### config.mk
export PLATFORM = sky130hd
export DESIGN_NAME = uuencode_line_encoder
export DESIGN_NICKNAME = d
export VERILOG_FILES = /design/src/hw/rtl/uule_pkg.sv /design/src/hw/rtl/uuencode_line_encoder.sv /design/src/hw/rtl/uule_front.sv /design/src/hw/rtl/uule_queue.sv /design/src/hw/rtl/uule_back.sv
export VERILOG_INCLUDE_DIRS = /design/src /design/src/hw/rtl
export SDC_FILE = /design/constraint.sdc
export NUM_CORES = 1
export LEC_CHECK = 0
export BUFFER_PORTS_ARGS = -buffer_cell sky130_fd_sc_hd__buf_4
export CORE_MARGIN = 2
export CORE_UTILIZATION = 52
export CTS_BUF_LIST = sky130_fd_sc_hd__clkbuf_8
export DETAILED_ROUTE_END_ITERATION = 16
export PLACE_DENSITY_LB_ADDON = 0.3
export SYNTH_ARGS = -nofsm -noshare
export SYNTH_HDL_FRONTEND = slang
export SYNTH_HIERARCHICAL = 1
export SYNTH_SLANG_ARGS = --single-unit
### constraint.sdc
create_clock -name clk_i -period 3.05 [get_ports clk_i]
set_input_delay 0 -clock clk_i [delete_from_list [all_inputs] [get_ports clk_i]]
set_output_delay 0 -clock clk_i [all_outputs]
set_load 0.01 [all_outputs]
### src/hw/rtl/uuencode_line_encoder_assert.svh
// assertion macros for the line encoder
`ifndef UUENCODE_LINE_ENCODER_ASSERT_SVH
`define UUENCODE_LINE_ENCODER_ASSERT_SVH
`ifndef SYNTH
`define UULE_ASSERT_IMPLY(label, ante, cons) \
  label: assert property (@(posedge clk_i) disable iff (!rst_ni) (ante) |-> (cons)) \
    else $error("uule check failed");
`define UULE_ASSERT_NEXT(label, ante, cons) \
  label: assert property (@(posedge clk_i) disable iff (!rst_ni) (ante) |=> (cons)) \
    else $error("uule check failed");
`else
`define UULE_ASSERT_IMPLY(label, ante, cons)
`define UULE_ASSERT_NEXT(label, ante, cons)
`endif
`endif

### src/hw/rtl/uule_pkg.sv
// shared types and constants of the line encoder
package uule_pkg;

  localparam logic       KindStart   = 1'b0;
  localparam logic       KindByte    = 1'b1;
  localparam logic [7:0] CharOffset  = 8'd32;
  localparam logic [7:0] NewlineChar = 8'd10;
  localparam int         QueueDepth  = 2;

  typedef enum logic {
    JOB_LEN   = 1'b0,
    JOB_GROUP = 1'b1
  } job_mode_e;

  typedef struct packed {
    job_mode_e   mode;
    logic [23:0] group;
    logic        nl;
  } job_t;

endpackage

### src/hw/rtl/uuencode_line_encoder.sv
// top level of the uuencode line encoder
//
// input channel: in_valid_i / in_stall_o with kind_i, line_length_i, data_byte_i.
// a start item (kind 0) opens a line and yields its length character; a length
// above MAX_LINE_BYTES is clamped, and a zero length also yields a newline with
// line_end_o set. data items (kind 1) are packed three to a group, each group
// yields four characters; the line's last byte flushes its group, zero padded if
// short, and a newline with line_end_o set. bytes with no open line are dropped.
// output channel: out_valid_o / out_stall_i with out_char_o, line_end_o.
// throughput: the front end takes one item per cycle while the two-entry job
// queue has room; the back end sends one character per cycle while the receiver
// does not stall, so a long line is paced by the output register.
// a stalled receiver holds the output register; the queue then fills and
// in_stall_o rises until a job drains.
// reset: no line is open, the queue is empty and no output is valid.
`include "uuencode_line_encoder_assert.svh"

module uuencode_line_encoder import uule_pkg::*; #(
  parameter int MAX_LINE_BYTES = 45
) (
  input  logic       clk_i,
  input  logic       rst_ni,
  input  logic       in_valid_i,
  output logic       in_stall_o,
  input  logic       kind_i,
  input  logic [5:0] line_length_i,
  input  logic [7:0] data_byte_i,
  output logic       out_valid_o,
  input  logic       out_stall_i,
  output logic [7:0] out_char_o,
  output logic       line_end_o
);

  logic q_push, q_pop, q_full, q_empty;
  job_t q_job, q_head;

  uule_front #(
    .MAX_LINE_BYTES(MAX_LINE_BYTES)
  ) u_front (
    .clk_i,
    .rst_ni,
    .in_valid_i,
    .in_stall_o,
    .kind_i,
    .line_length_i,
    .data_byte_i,
    .q_full_i (q_full),
    .push_o   (q_push),
    .job_o    (q_job)
  );

  uule_queue u_queue (
    .clk_i,
    .rst_ni,
    .push_i  (q_push),
    .job_i   (q_job),
    .pop_i   (q_pop),
    .full_o  (q_full),
    .empty_o (q_empty),
    .head_o  (q_head)
  );

  uule_back u_back (
    .clk_i,
    .rst_ni,
    .q_empty_i (q_empty),
    .head_i    (q_head),
    .pop_o     (q_pop),
    .out_valid_o,
    .out_stall_i,
    .out_char_o,
    .line_end_o
  );

  `UULE_ASSERT_IMPLY(a_no_overflow, q_push, !q_full)
  `UULE_ASSERT_IMPLY(a_no_underflow, q_pop, !q_empty)
  `UULE_ASSERT_IMPLY(a_end_is_newline, out_valid_o && line_end_o, out_char_o == NewlineChar)
  `UULE_ASSERT_IMPLY(a_char_range, out_valid_o && !line_end_o,
                     out_char_o >= 8'd32 && out_char_o <= 8'd95)

endmodule

### src/hw/rtl/uule_front.sv
// front end: accepts items, packs bytes into groups and issues jobs
module uule_front import uule_pkg::*; #(
  parameter int MAX_LINE_BYTES = 45
) (
  input  logic       clk_i,
  input  logic       rst_ni,
  input  logic       in_valid_i,
  output logic       in_stall_o,
  input  logic       kind_i,
  input  logic [5:0] line_length_i,
  input  logic [7:0] data_byte_i,
  input  logic       q_full_i,
  output logic       push_o,
  output job_t       job_o
);

  localparam logic [5:0] MaxLen = 6'(MAX_LINE_BYTES);

  logic [15:0] pending_q, pending_d;
  logic [1:0]  cnt_q, cnt_d;
  logic [5:0]  left_q, left_d;
  logic        accept;
  logic [5:0]  len_sat;
  logic        last_byte;

  assign in_stall_o = q_full_i;
  assign accept     = in_valid_i && !q_full_i;
  assign len_sat    = (line_length_i > MaxLen) ? MaxLen : line_length_i;
  assign last_byte  = (left_q == 6'd1);

  always_comb begin
    pending_d = pending_q;
    cnt_d     = cnt_q;
    left_d    = left_q;
    push_o    = 1'b0;
    job_o     = '{mode: JOB_LEN, group: {18'd0, len_sat}, nl: (len_sat == 6'd0)};
    if (accept) begin
      if (kind_i == KindStart) begin
        pending_d = '0;
        cnt_d     = '0;
        left_d    = len_sat;
        push_o    = 1'b1;
      end else if (left_q != 6'd0) begin
        left_d    = left_q - 6'd1;
        job_o.mode = JOB_GROUP;
        job_o.nl   = last_byte;
        unique case (cnt_q)
          2'd2:    job_o.group = {pending_q, data_byte_i};
          2'd1:    job_o.group = {pending_q[7:0], data_byte_i, 8'd0};
          default: job_o.group = {data_byte_i, 16'd0};
        endcase
        if (cnt_q == 2'd2 || last_byte) begin
          push_o    = 1'b1;
          pending_d = '0;
          cnt_d     = '0;
        end else begin
          pending_d = {pending_q[7:0], data_byte_i};
          cnt_d     = cnt_q + 2'd1;
        end
      end
    end
  end

  always_ff @(posedge clk_i or negedge rst_ni) begin
    if (!rst_ni) begin
      pending_q <= '0;
      cnt_q     <= '0;
      left_q    <= '0;
    end else begin
      pending_q <= pending_d;
      cnt_q     <= cnt_d;
      left_q    <= left_d;
    end
  end

endmodule

### src/hw/rtl/uule_queue.sv
// short job queue between front and back end
module uule_queue import uule_pkg::*; (
  input  logic clk_i,
  input  logic rst_ni,
  input  logic push_i,
  input  job_t job_i,
  input  logic pop_i,
  output logic full_o,
  output logic empty_o,
  output job_t head_o
);

  localparam int PtrW = $clog2(QueueDepth);

  job_t            mem_q [QueueDepth];
  logic [PtrW-1:0] wr_ptr_q, rd_ptr_q;
  logic [PtrW:0]   count_q;

  assign full_o  = (count_q == (PtrW+1)'(QueueDepth));
  assign empty_o = (count_q == '0);
  assign head_o  = mem_q[rd_ptr_q];

  always_ff @(posedge clk_i) begin
    if (push_i) begin
      mem_q[wr_ptr_q] <= job_i;
    end
  end

  always_ff @(posedge clk_i or negedge rst_ni) begin
    if (!rst_ni) begin
      wr_ptr_q <= '0;
      rd_ptr_q <= '0;
      count_q  <= '0;
    end else begin
      if (push_i) begin
        wr_ptr_q <= (wr_ptr_q == PtrW'(QueueDepth - 1)) ? '0 : wr_ptr_q + PtrW'(1);
      end
      if (pop_i) begin
        rd_ptr_q <= (rd_ptr_q == PtrW'(QueueDepth - 1)) ? '0 : rd_ptr_q + PtrW'(1);
      end
      unique case ({push_i, pop_i})
        2'b10:   count_q <= count_q + (PtrW+1)'(1);
        2'b01:   count_q <= count_q - (PtrW+1)'(1);
        default: count_q <= count_q;
      endcase
    end
  end

endmodule

### src/hw/rtl/uule_back.sv
// back end: turns jobs into characters, one per cycle while the receiver does not stall, into the output register
module uule_back import uule_pkg::*; (
  input  logic       clk_i,
  input  logic       rst_ni,
  input  logic       q_empty_i,
  input  job_t       head_i,
  output logic       pop_o,
  output logic       out_valid_o,
  input  logic       out_stall_i,
  output logic [7:0] out_char_o,
  output logic       line_end_o
);

  logic       out_valid_q;
  logic [7:0] char_q;
  logic       end_q;
  logic [2:0] idx_q;
  logic [2:0] last_idx;
  logic       advance;
  logic       is_nl;
  logic [5:0] sextet;
  logic [7:0] next_char;

  assign last_idx = ((head_i.mode == JOB_LEN) ? 3'd0 : 3'd3) + {2'b00, head_i.nl};
  assign is_nl    = head_i.nl && (idx_q == last_idx);
  assign advance  = !q_empty_i && (!out_valid_q || !out_stall_i);
  assign pop_o    = advance && (idx_q == last_idx);

  always_comb begin
    if (head_i.mode == JOB_LEN) begin
      sextet = head_i.group[5:0];
    end else begin
      unique case (idx_q[1:0])
        2'd0:    sextet = head_i.group[23:18];
        2'd1:    sextet = head_i.group[17:12];
        2'd2:    sextet = head_i.group[11:6];
        default: sextet = head_i.group[5:0];
      endcase
    end
    next_char = is_nl ? NewlineChar : ({2'b00, sextet} + CharOffset);
  end

  always_ff @(posedge clk_i or negedge rst_ni) begin
    if (!rst_ni) begin
      out_valid_q <= 1'b0;
      idx_q       <= '0;
    end else if (advance) begin
      out_valid_q <= 1'b1;
      idx_q       <= (idx_q == last_idx) ? 3'd0 : idx_q + 3'd1;
    end else if (!out_stall_i) begin
      out_valid_q <= 1'b0;
    end
  end

  always_ff @(posedge clk_i) begin
    if (advance) begin
      char_q <= next_char;
      end_q  <= is_nl;
    end
  end

  assign out_valid_o = out_valid_q;
  assign out_char_o  = char_q;
  assign line_end_o  = end_q;

endmodule

# Word level (Yosys, flattened, before mapping)
# Memory sizes are Yosys's and may differ from the RTL's.
# Cells that the tools add are included.
[word_totals]
latch_bits = 0
memories = 1
inputBits = 19
mem_bits_ro = 0
output_inout_bits = 11
wordCells = 76
reg_bits = 41
ram_bits = 52
[memory_table]
columns = ["name", "depth", "word_bits", "read_ports", "rd_ports_with_merged_regs", "write_ports", "line", "source"]
rows = [
  ["u_queue.mem_q", 2, 26, 1, 0, 1, "uule_queue.sv:15", "job_t mem_q [QueueDepth];"],
]
[classes]
n_lt_le_gt_ge = 1
bitwise = 0
n_shift = 0
n_mux = 28
eq_ne = 11
reduce_logical = 16
n_mul = 0
div = 0
addsub = 9
[op_table]
columns = ["operator", "n"]
rows = [
  ["2-to-1 mux 26 bit", 3],
  ["2-to-1 mux 16 bit", 3],
  ["one-hot mux 24 bit (2 select lines)", 1],
  ["2-to-1 mux 6 bit", 4],
  ["one-hot mux 6 bit (3 select lines)", 1],
  ["2-to-1 mux 1 bit", 10],
  ["== test 2 bit, second input constant", 4],
  ["2-to-1 mux 2 bit", 4],
  ["adder 6 x 6 -> 7 bit, second input constant", 1],
  ["== test 2 x 1 -> 1 bit, second input constant", 3],
  ["== test 6 x 1 -> 1 bit, second input constant", 1],
  ["> comparator 6 bit, second input constant", 1],
  ["logical NOT 6 bit", 1],
  ["nonzero test 6 bit", 1],
  ["subtractor 6 x 1 -> 6 bit, second input constant", 1],
  ["adder 2 x 1 -> 2 bit, second input constant", 2],
  ["logical AND 1 bit", 4],
  ["logical NOT 1 bit", 4],
  ["logical NOT 2 bit", 2],
  ["!= test 2 x 1 -> 1 bit, second input constant", 2],
  ["one-hot mux 2 bit (2 select lines)", 1],
  ["adder 3 x 1 -> 3 bit", 1],
  ["adder 3 x 1 -> 3 bit, second input constant", 1],
  ["== test 3 bit", 1],
  ["6 further kinds", 8],
]

# Longest topological paths before layout
[depth]
depth_word = 8
ltp_mapped = 11

# Hierarchy
# The synthesis kept the hierarchy.
[modules_own_cells]
columns = ["mod", "seq_area_each_um2", "n_inst", "cells_per_inst", "area_per_inst_um2"]
rows = [
  ["uule_queue", 1661.6, 1, 97, 2160.8],
  ["uule_front", 600.6, 1, 180, 1641.6],
  ["uule_back", 340.3, 1, 66, 730.7],
]

# Worst setup path after synthesis
# Ideal clock, no wire load.
[synth_timing]
path_type = "register to register"
start = "register u_front.left_q[0]"
end = "memory u_queue/mem_q[0][0] (netlist name), enable pin"
setup_slack_ps = 27
stages_incl_launch_ff = 9
t_arrival_ps = 2614
required_time_ps = 2641
n_path_buf = 1
setup_ps = 409
path_cell_list = "dfrtp_1 inv_1 ha_1 nor3b_1 a31o_2 clkbuf_1 nor2_1 inv_1 nor2_1"
[synth_via]
elab_chain_cells = 8
elab_cells_between_ends = 9
cone_classes = "1 x eq/ne; 6 x mux; 2 x reduce/logical"
[synth_rtl]
columns = ["item", "line", "source"]
rows = [
  ["start, declared", "uule_front.sv:21", "logic [5:0] left_q, left_d;"],
  ["start signal, assigned", "uule_front.sv:72", "left_q <= left_d;"],
  ["== test 6 x 1 -> 1 bit", "uule_front.sv:29", "assign last_byte = (left_q == 6'd1);"],
  ["logical OR 1 bit", "uule_front.sv:52", "if (cnt_q == 2'd2 || last_byte) begin"],
  ["2-to-1 mux 1 bit", "uule_front.sv:52", ""],
  ["2-to-1 mux 1 bit (*)", "uule_front.sv:43", "end else if (left_q != 6'd0) begin"],
  ["2-to-1 mux 1 bit (*)", "uule_front.sv:38", "if (kind_i == KindStart) begin"],
  ["2-to-1 mux 1 bit (*)", "uule_front.sv:37", "if (accept) begin"],
  ["via q_push", "uuencode_line_encoder.sv:34", "logic q_push, q_pop, q_full, q_empty;"],
  ["2-to-1 mux 1 bit (*)", "uule_queue.sv:24", "if (push_i) begin"],
  ["2-to-1 mux 1 bit (not written as such) (*)", "uule_queue.sv:25", "mem_q[wr_ptr_q] <= job_i;"],
  ["end, declared", "uule_queue.sv:15", ""],
]
# Mark *: on every way through the listed nets, which the timed path passes. The rest lies on a longest branch.

# Final worst setup path
[layout_timing]
start = "register u_front.left_q[0]"
end = "memory u_queue/mem_q[1][3] (netlist name), enable pin"
# Same word-level chain as after synthesis.

==> flow_metrics.py <==
metrics = {
    "sta": {
        "hold_slack_ps": 57.80,
        "period_needed_ps": 2732,
        "setup_viol": 0,
        "fin_crit_sh_pct": 89.57,
        "worst_pin_slew_ps": 1166,
        "slew_violations": 0,
        "hold_viol_final": 0,
        "fin_skew_ps": 18.03,
        "max_slew_margin_pct": 22.26,
        "setup_tns_ps": 0,
        "fmax_ghz": 0.3660,
        "rsz0062_at_grt": "no",
    },
    "die": {
        "dieHeight_um": 97.37,
        "dieArea_um2": 9480,
        "core_um2": 8593,
        "initial_utilization_pct": 52.75,
        "die_width_um": 97.37,
        "rows": 34,
        "ios": 30,
    },
    "power_and_ir_drop": {
        "vdd_drop_max_v": 0.0004088,
        "power_per_cell_area_nw_per_um2": 940.3,
        "power.leakage_uw": 0.002051,
    },
    "yosys": {
        "ys.flop_type": "edfxtp_1",
        "ys_seq_area_share_pct": 57.41,
        "yosysWarnings": 6,
        "syn_inst": 343,
        "avgSynthCellArea_um2": 13.22,
        "ys_seq_elements": 92,
        "synth_nets": 374,
        "mappedNetlistArea_um2": 4533,
        "synth-edff-count": 60,
        "synth_cell_types": 55,
        "async_reset_ff_share_pct": 34.78,
    },
    "hold_path": {
        "min_path_type": "in -> reg",
        "hold_start": "line_length_i[5]",
    },
    "detailed_routing": {
        "dr.pass1.iters": 5,
        "drt_iter0_markers": 148,
        "drt-total-wl_um": 8804,
        "drc": 0,
        "antenna_left": 0,
        "wl_per_cell_um": 17.82,
        "viasPerCell": 5.881,
        "via_count": 2905,
    },
    "clock_tree": {
        "clock_tree.root_cell": "clkbuf_8",
        "cts_made_buffers": 9,
        "clock_latency_ps": 370,
        "cts_buffer_depth": 2,
        "clkSinkCount": 92,
        "hold_buffers": 11,
        "clk_pin_slew_worst_paths_ps": 100,
        "h-tree-depth": 3,
        "cts_setup_buffers": 0,
        "cts_tree": "built",
        "cts_resized": 0,
    },
    "critical_path": {
        "required_ps": 3030,
        "path_class": "reg -> reg",
        "worstSetupEndpointType": "flop",
        "critPathMaxFanout": 26,
        "startpoint_type": "flop",
        "critPathLaunch": "u_front/left_q[0]$_DFFE_PN0P_",
        "r2r_start": "u_front/left_q[0]$_DFFE_PN0P_",
        "arrival_ps": 2710,
    },
    "global_route": {
        "grt_usage_pct": 19.48,
        "grt_antenna_before_repair": 0,
        "grt_pass1_wl_um": 14590,
        "grt_start_max_net_pins": 33,
        "overflow": 0,
        "grt_pass1_vias": 2853,
    },
    "finish": {
        "instances_no_fill": 494,
        "diodes": 0,
        "area_delta_synth_final_pct": 13.06,
        "drive_above_1_share_pct": 23.58,
        "fin_nets": 412,
        "fillers": 700,
    },
    "run_status": {
        "status": "finished clean",
    },
    "job": {
        "cap_violations": 0,
    },
    "placement": {
        "hpwl_um": 5983,
        "place_congestion": 0.9191,
        "dp_cells": 467,
        "portBuffers": 28,
    },
}
through the flow:
stage          worst slack [ps]  util (%)  area [um2]  power [uW]
2_1_floorplan             27.50         -        4533        3534
3_3_place_gp              379.1     56.07        4818        3953
3_5_place_dp              327.9     56.07        4818        4014
4_1_cts                   301.2     59.64        5125        4834
5_1_grt                   61.57     59.64        5125        5123
6_report                  318.0     59.64        5125        4819
synth_stat cells, types with 2 or more instances:
| cell type | instances | share of area (%) |
|---|---|---|
| a211o_1 | 3 | 0.58 |
| a211oi_1 | 7 | 1.2 |
| a21o_1 | 2 | 0.33 |
| a21oi_1 | 5 | 0.55 |
| a221oi_1 | 9 | 1.7 |
| a222oi_1 | 6 | 1.3 |
| a22o_1 | 18 | 3.5 |
| a22oi_1 | 9 | 1.5 |
| and2_1 | 2 | 0.28 |
| and3_1 | 2 | 0.28 |
| buf_1 | 2 | 0.17 |
| buf_12 | 2 | 0.88 |
| buf_2 | 3 | 0.33 |
| buf_4 | 2 | 0.33 |
| clkbuf_1 | 11 | 0.91 |
| dfrtp_1 | 32 | 18 |
| edfxtp_1 | 60 | 40 |
| ha_1 | 12 | 3.3 |
| inv_1 | 11 | 0.91 |
| mux2_2 | 8 | 2.0 |
| mux2_4 | 20 | 6.6 |
| mux2i_1 | 7 | 1.5 |
| nand2_1 | 17 | 1.4 |
| nand2b_1 | 5 | 0.69 |
| nor2_1 | 23 | 1.9 |
| nor2b_1 | 4 | 0.55 |
| nor3_1 | 19 | 2.1 |
| nor4_1 | 3 | 0.41 |
| o21ai_0 | 3 | 0.33 |
| o22ai_1 | 3 | 0.41 |
| or2_2 | 3 | 0.41 |
| xnor2_1 | 3 | 0.58 |
| xor2_1 | 5 | 0.97 |
cells by family (layout without fill, tap and decap cells):
kind of cell | count (synthesis) | count (layout) | synth area share (%)
compound gates | 74 | 74 | 13.64
xor+xnor | 8 | 8 | 1.546
fa+ha+maj | 12 | 12 | 3.312
buf+inv | 34 | 77 | 4.057
flops | 92 | 92 | 57.41
mux | 35 | 35 | 10.16
other cells | 1 | 1 | 0.08272
simple gates | 87 | 87 | 9.799
worst max-delay path: stages (launching register included):
cell,delay [ps]
dfrtp_1,430
inv_1,90
ha_1,260
nor3b_1,190
a31o_2,250
nor2_1,180
and2_1,940
report_power, final:
| group | switching (uW) | internal [uW] |
|---|---|---|
| clock network | 488 | 323 |
| registers | 230 | 1780 |
| logic | 1090 | 907 |
cells in the final DEF, fill, tap and decap left out, types with 9 or more instances in the layout:
cell type      Yosys  final
nor2_1            23     22
a22oi_1            9      9
nand2_1           17     17
nor3_1            19     19
dlygate4sd3_1      0     11
edfxtp_1          60     60
a221oi_1           9      9
mux2_4            20     20
buf_4              2     37
inv_1             11     11
ha_1              12     12
clkbuf_8           0      9
dfrtp_1           32     32
a22o_1            18     18
final timing paths:
path	to	slack [ps]	cells after the start
setup reg to reg	u_queue/mem_q[1][3]$_DFFE_PP_	320	6
hold reg to reg	u_queue/count_q[1]$_DFFE_PN0P_	490	1
setup / recovery	u_queue/mem_q[1][3]$_DFFE_PP_	320	6
max in group asynchronous	u_front/left_q[3]$_DFFE_PN0P_	2600	2
hold / removal	u_front/left_q[5]$_DFFE_PN0P_	60	3
min in group asynchronous	u_front/pending_q[5]$_DFFE_PN0P_	120	2
flip-flops by register name, summed over array words and instances (netlist names):
signal              count
u_back/idx_q            3
u_back/line_end_o       1
u_back/out_char_o       7
u_back/out_valid_o      1
u_front/cnt_q           2
u_front/left_q          6
u_front/pending_q      16
u_queue/count_q         2
u_queue/mem_q          52
u_queue/rd_ptr_q        1
u_queue/wr_ptr_q        1
area by class of cell:
type	instances	area (um2)	share of cell area, %
Tap cell	108	135.1	2.637
Multi-Input combinational cell	217	1749	34.13
Clock buffer	9	123.9	2.417
Timing Repair Buffer	48	387.9	7.568
Sequential cell	92	2603	50.78
Inverter	13	53.80	1.050
Clock inverter	7	72.57	1.416
routing by layer:
metal / vias to the layer above / global-route usage [%] / share of wire [%]
met1: 1429 / 27.06 / 45
met4: 0 / 7.692 / 1.7
met5: - / 0 / 0
li1: 1386 / - / -
met2: 76 / 30.93 / 49
met3: 14 / 3.165 / 4.2
Power figures use the tool's default switching activity.
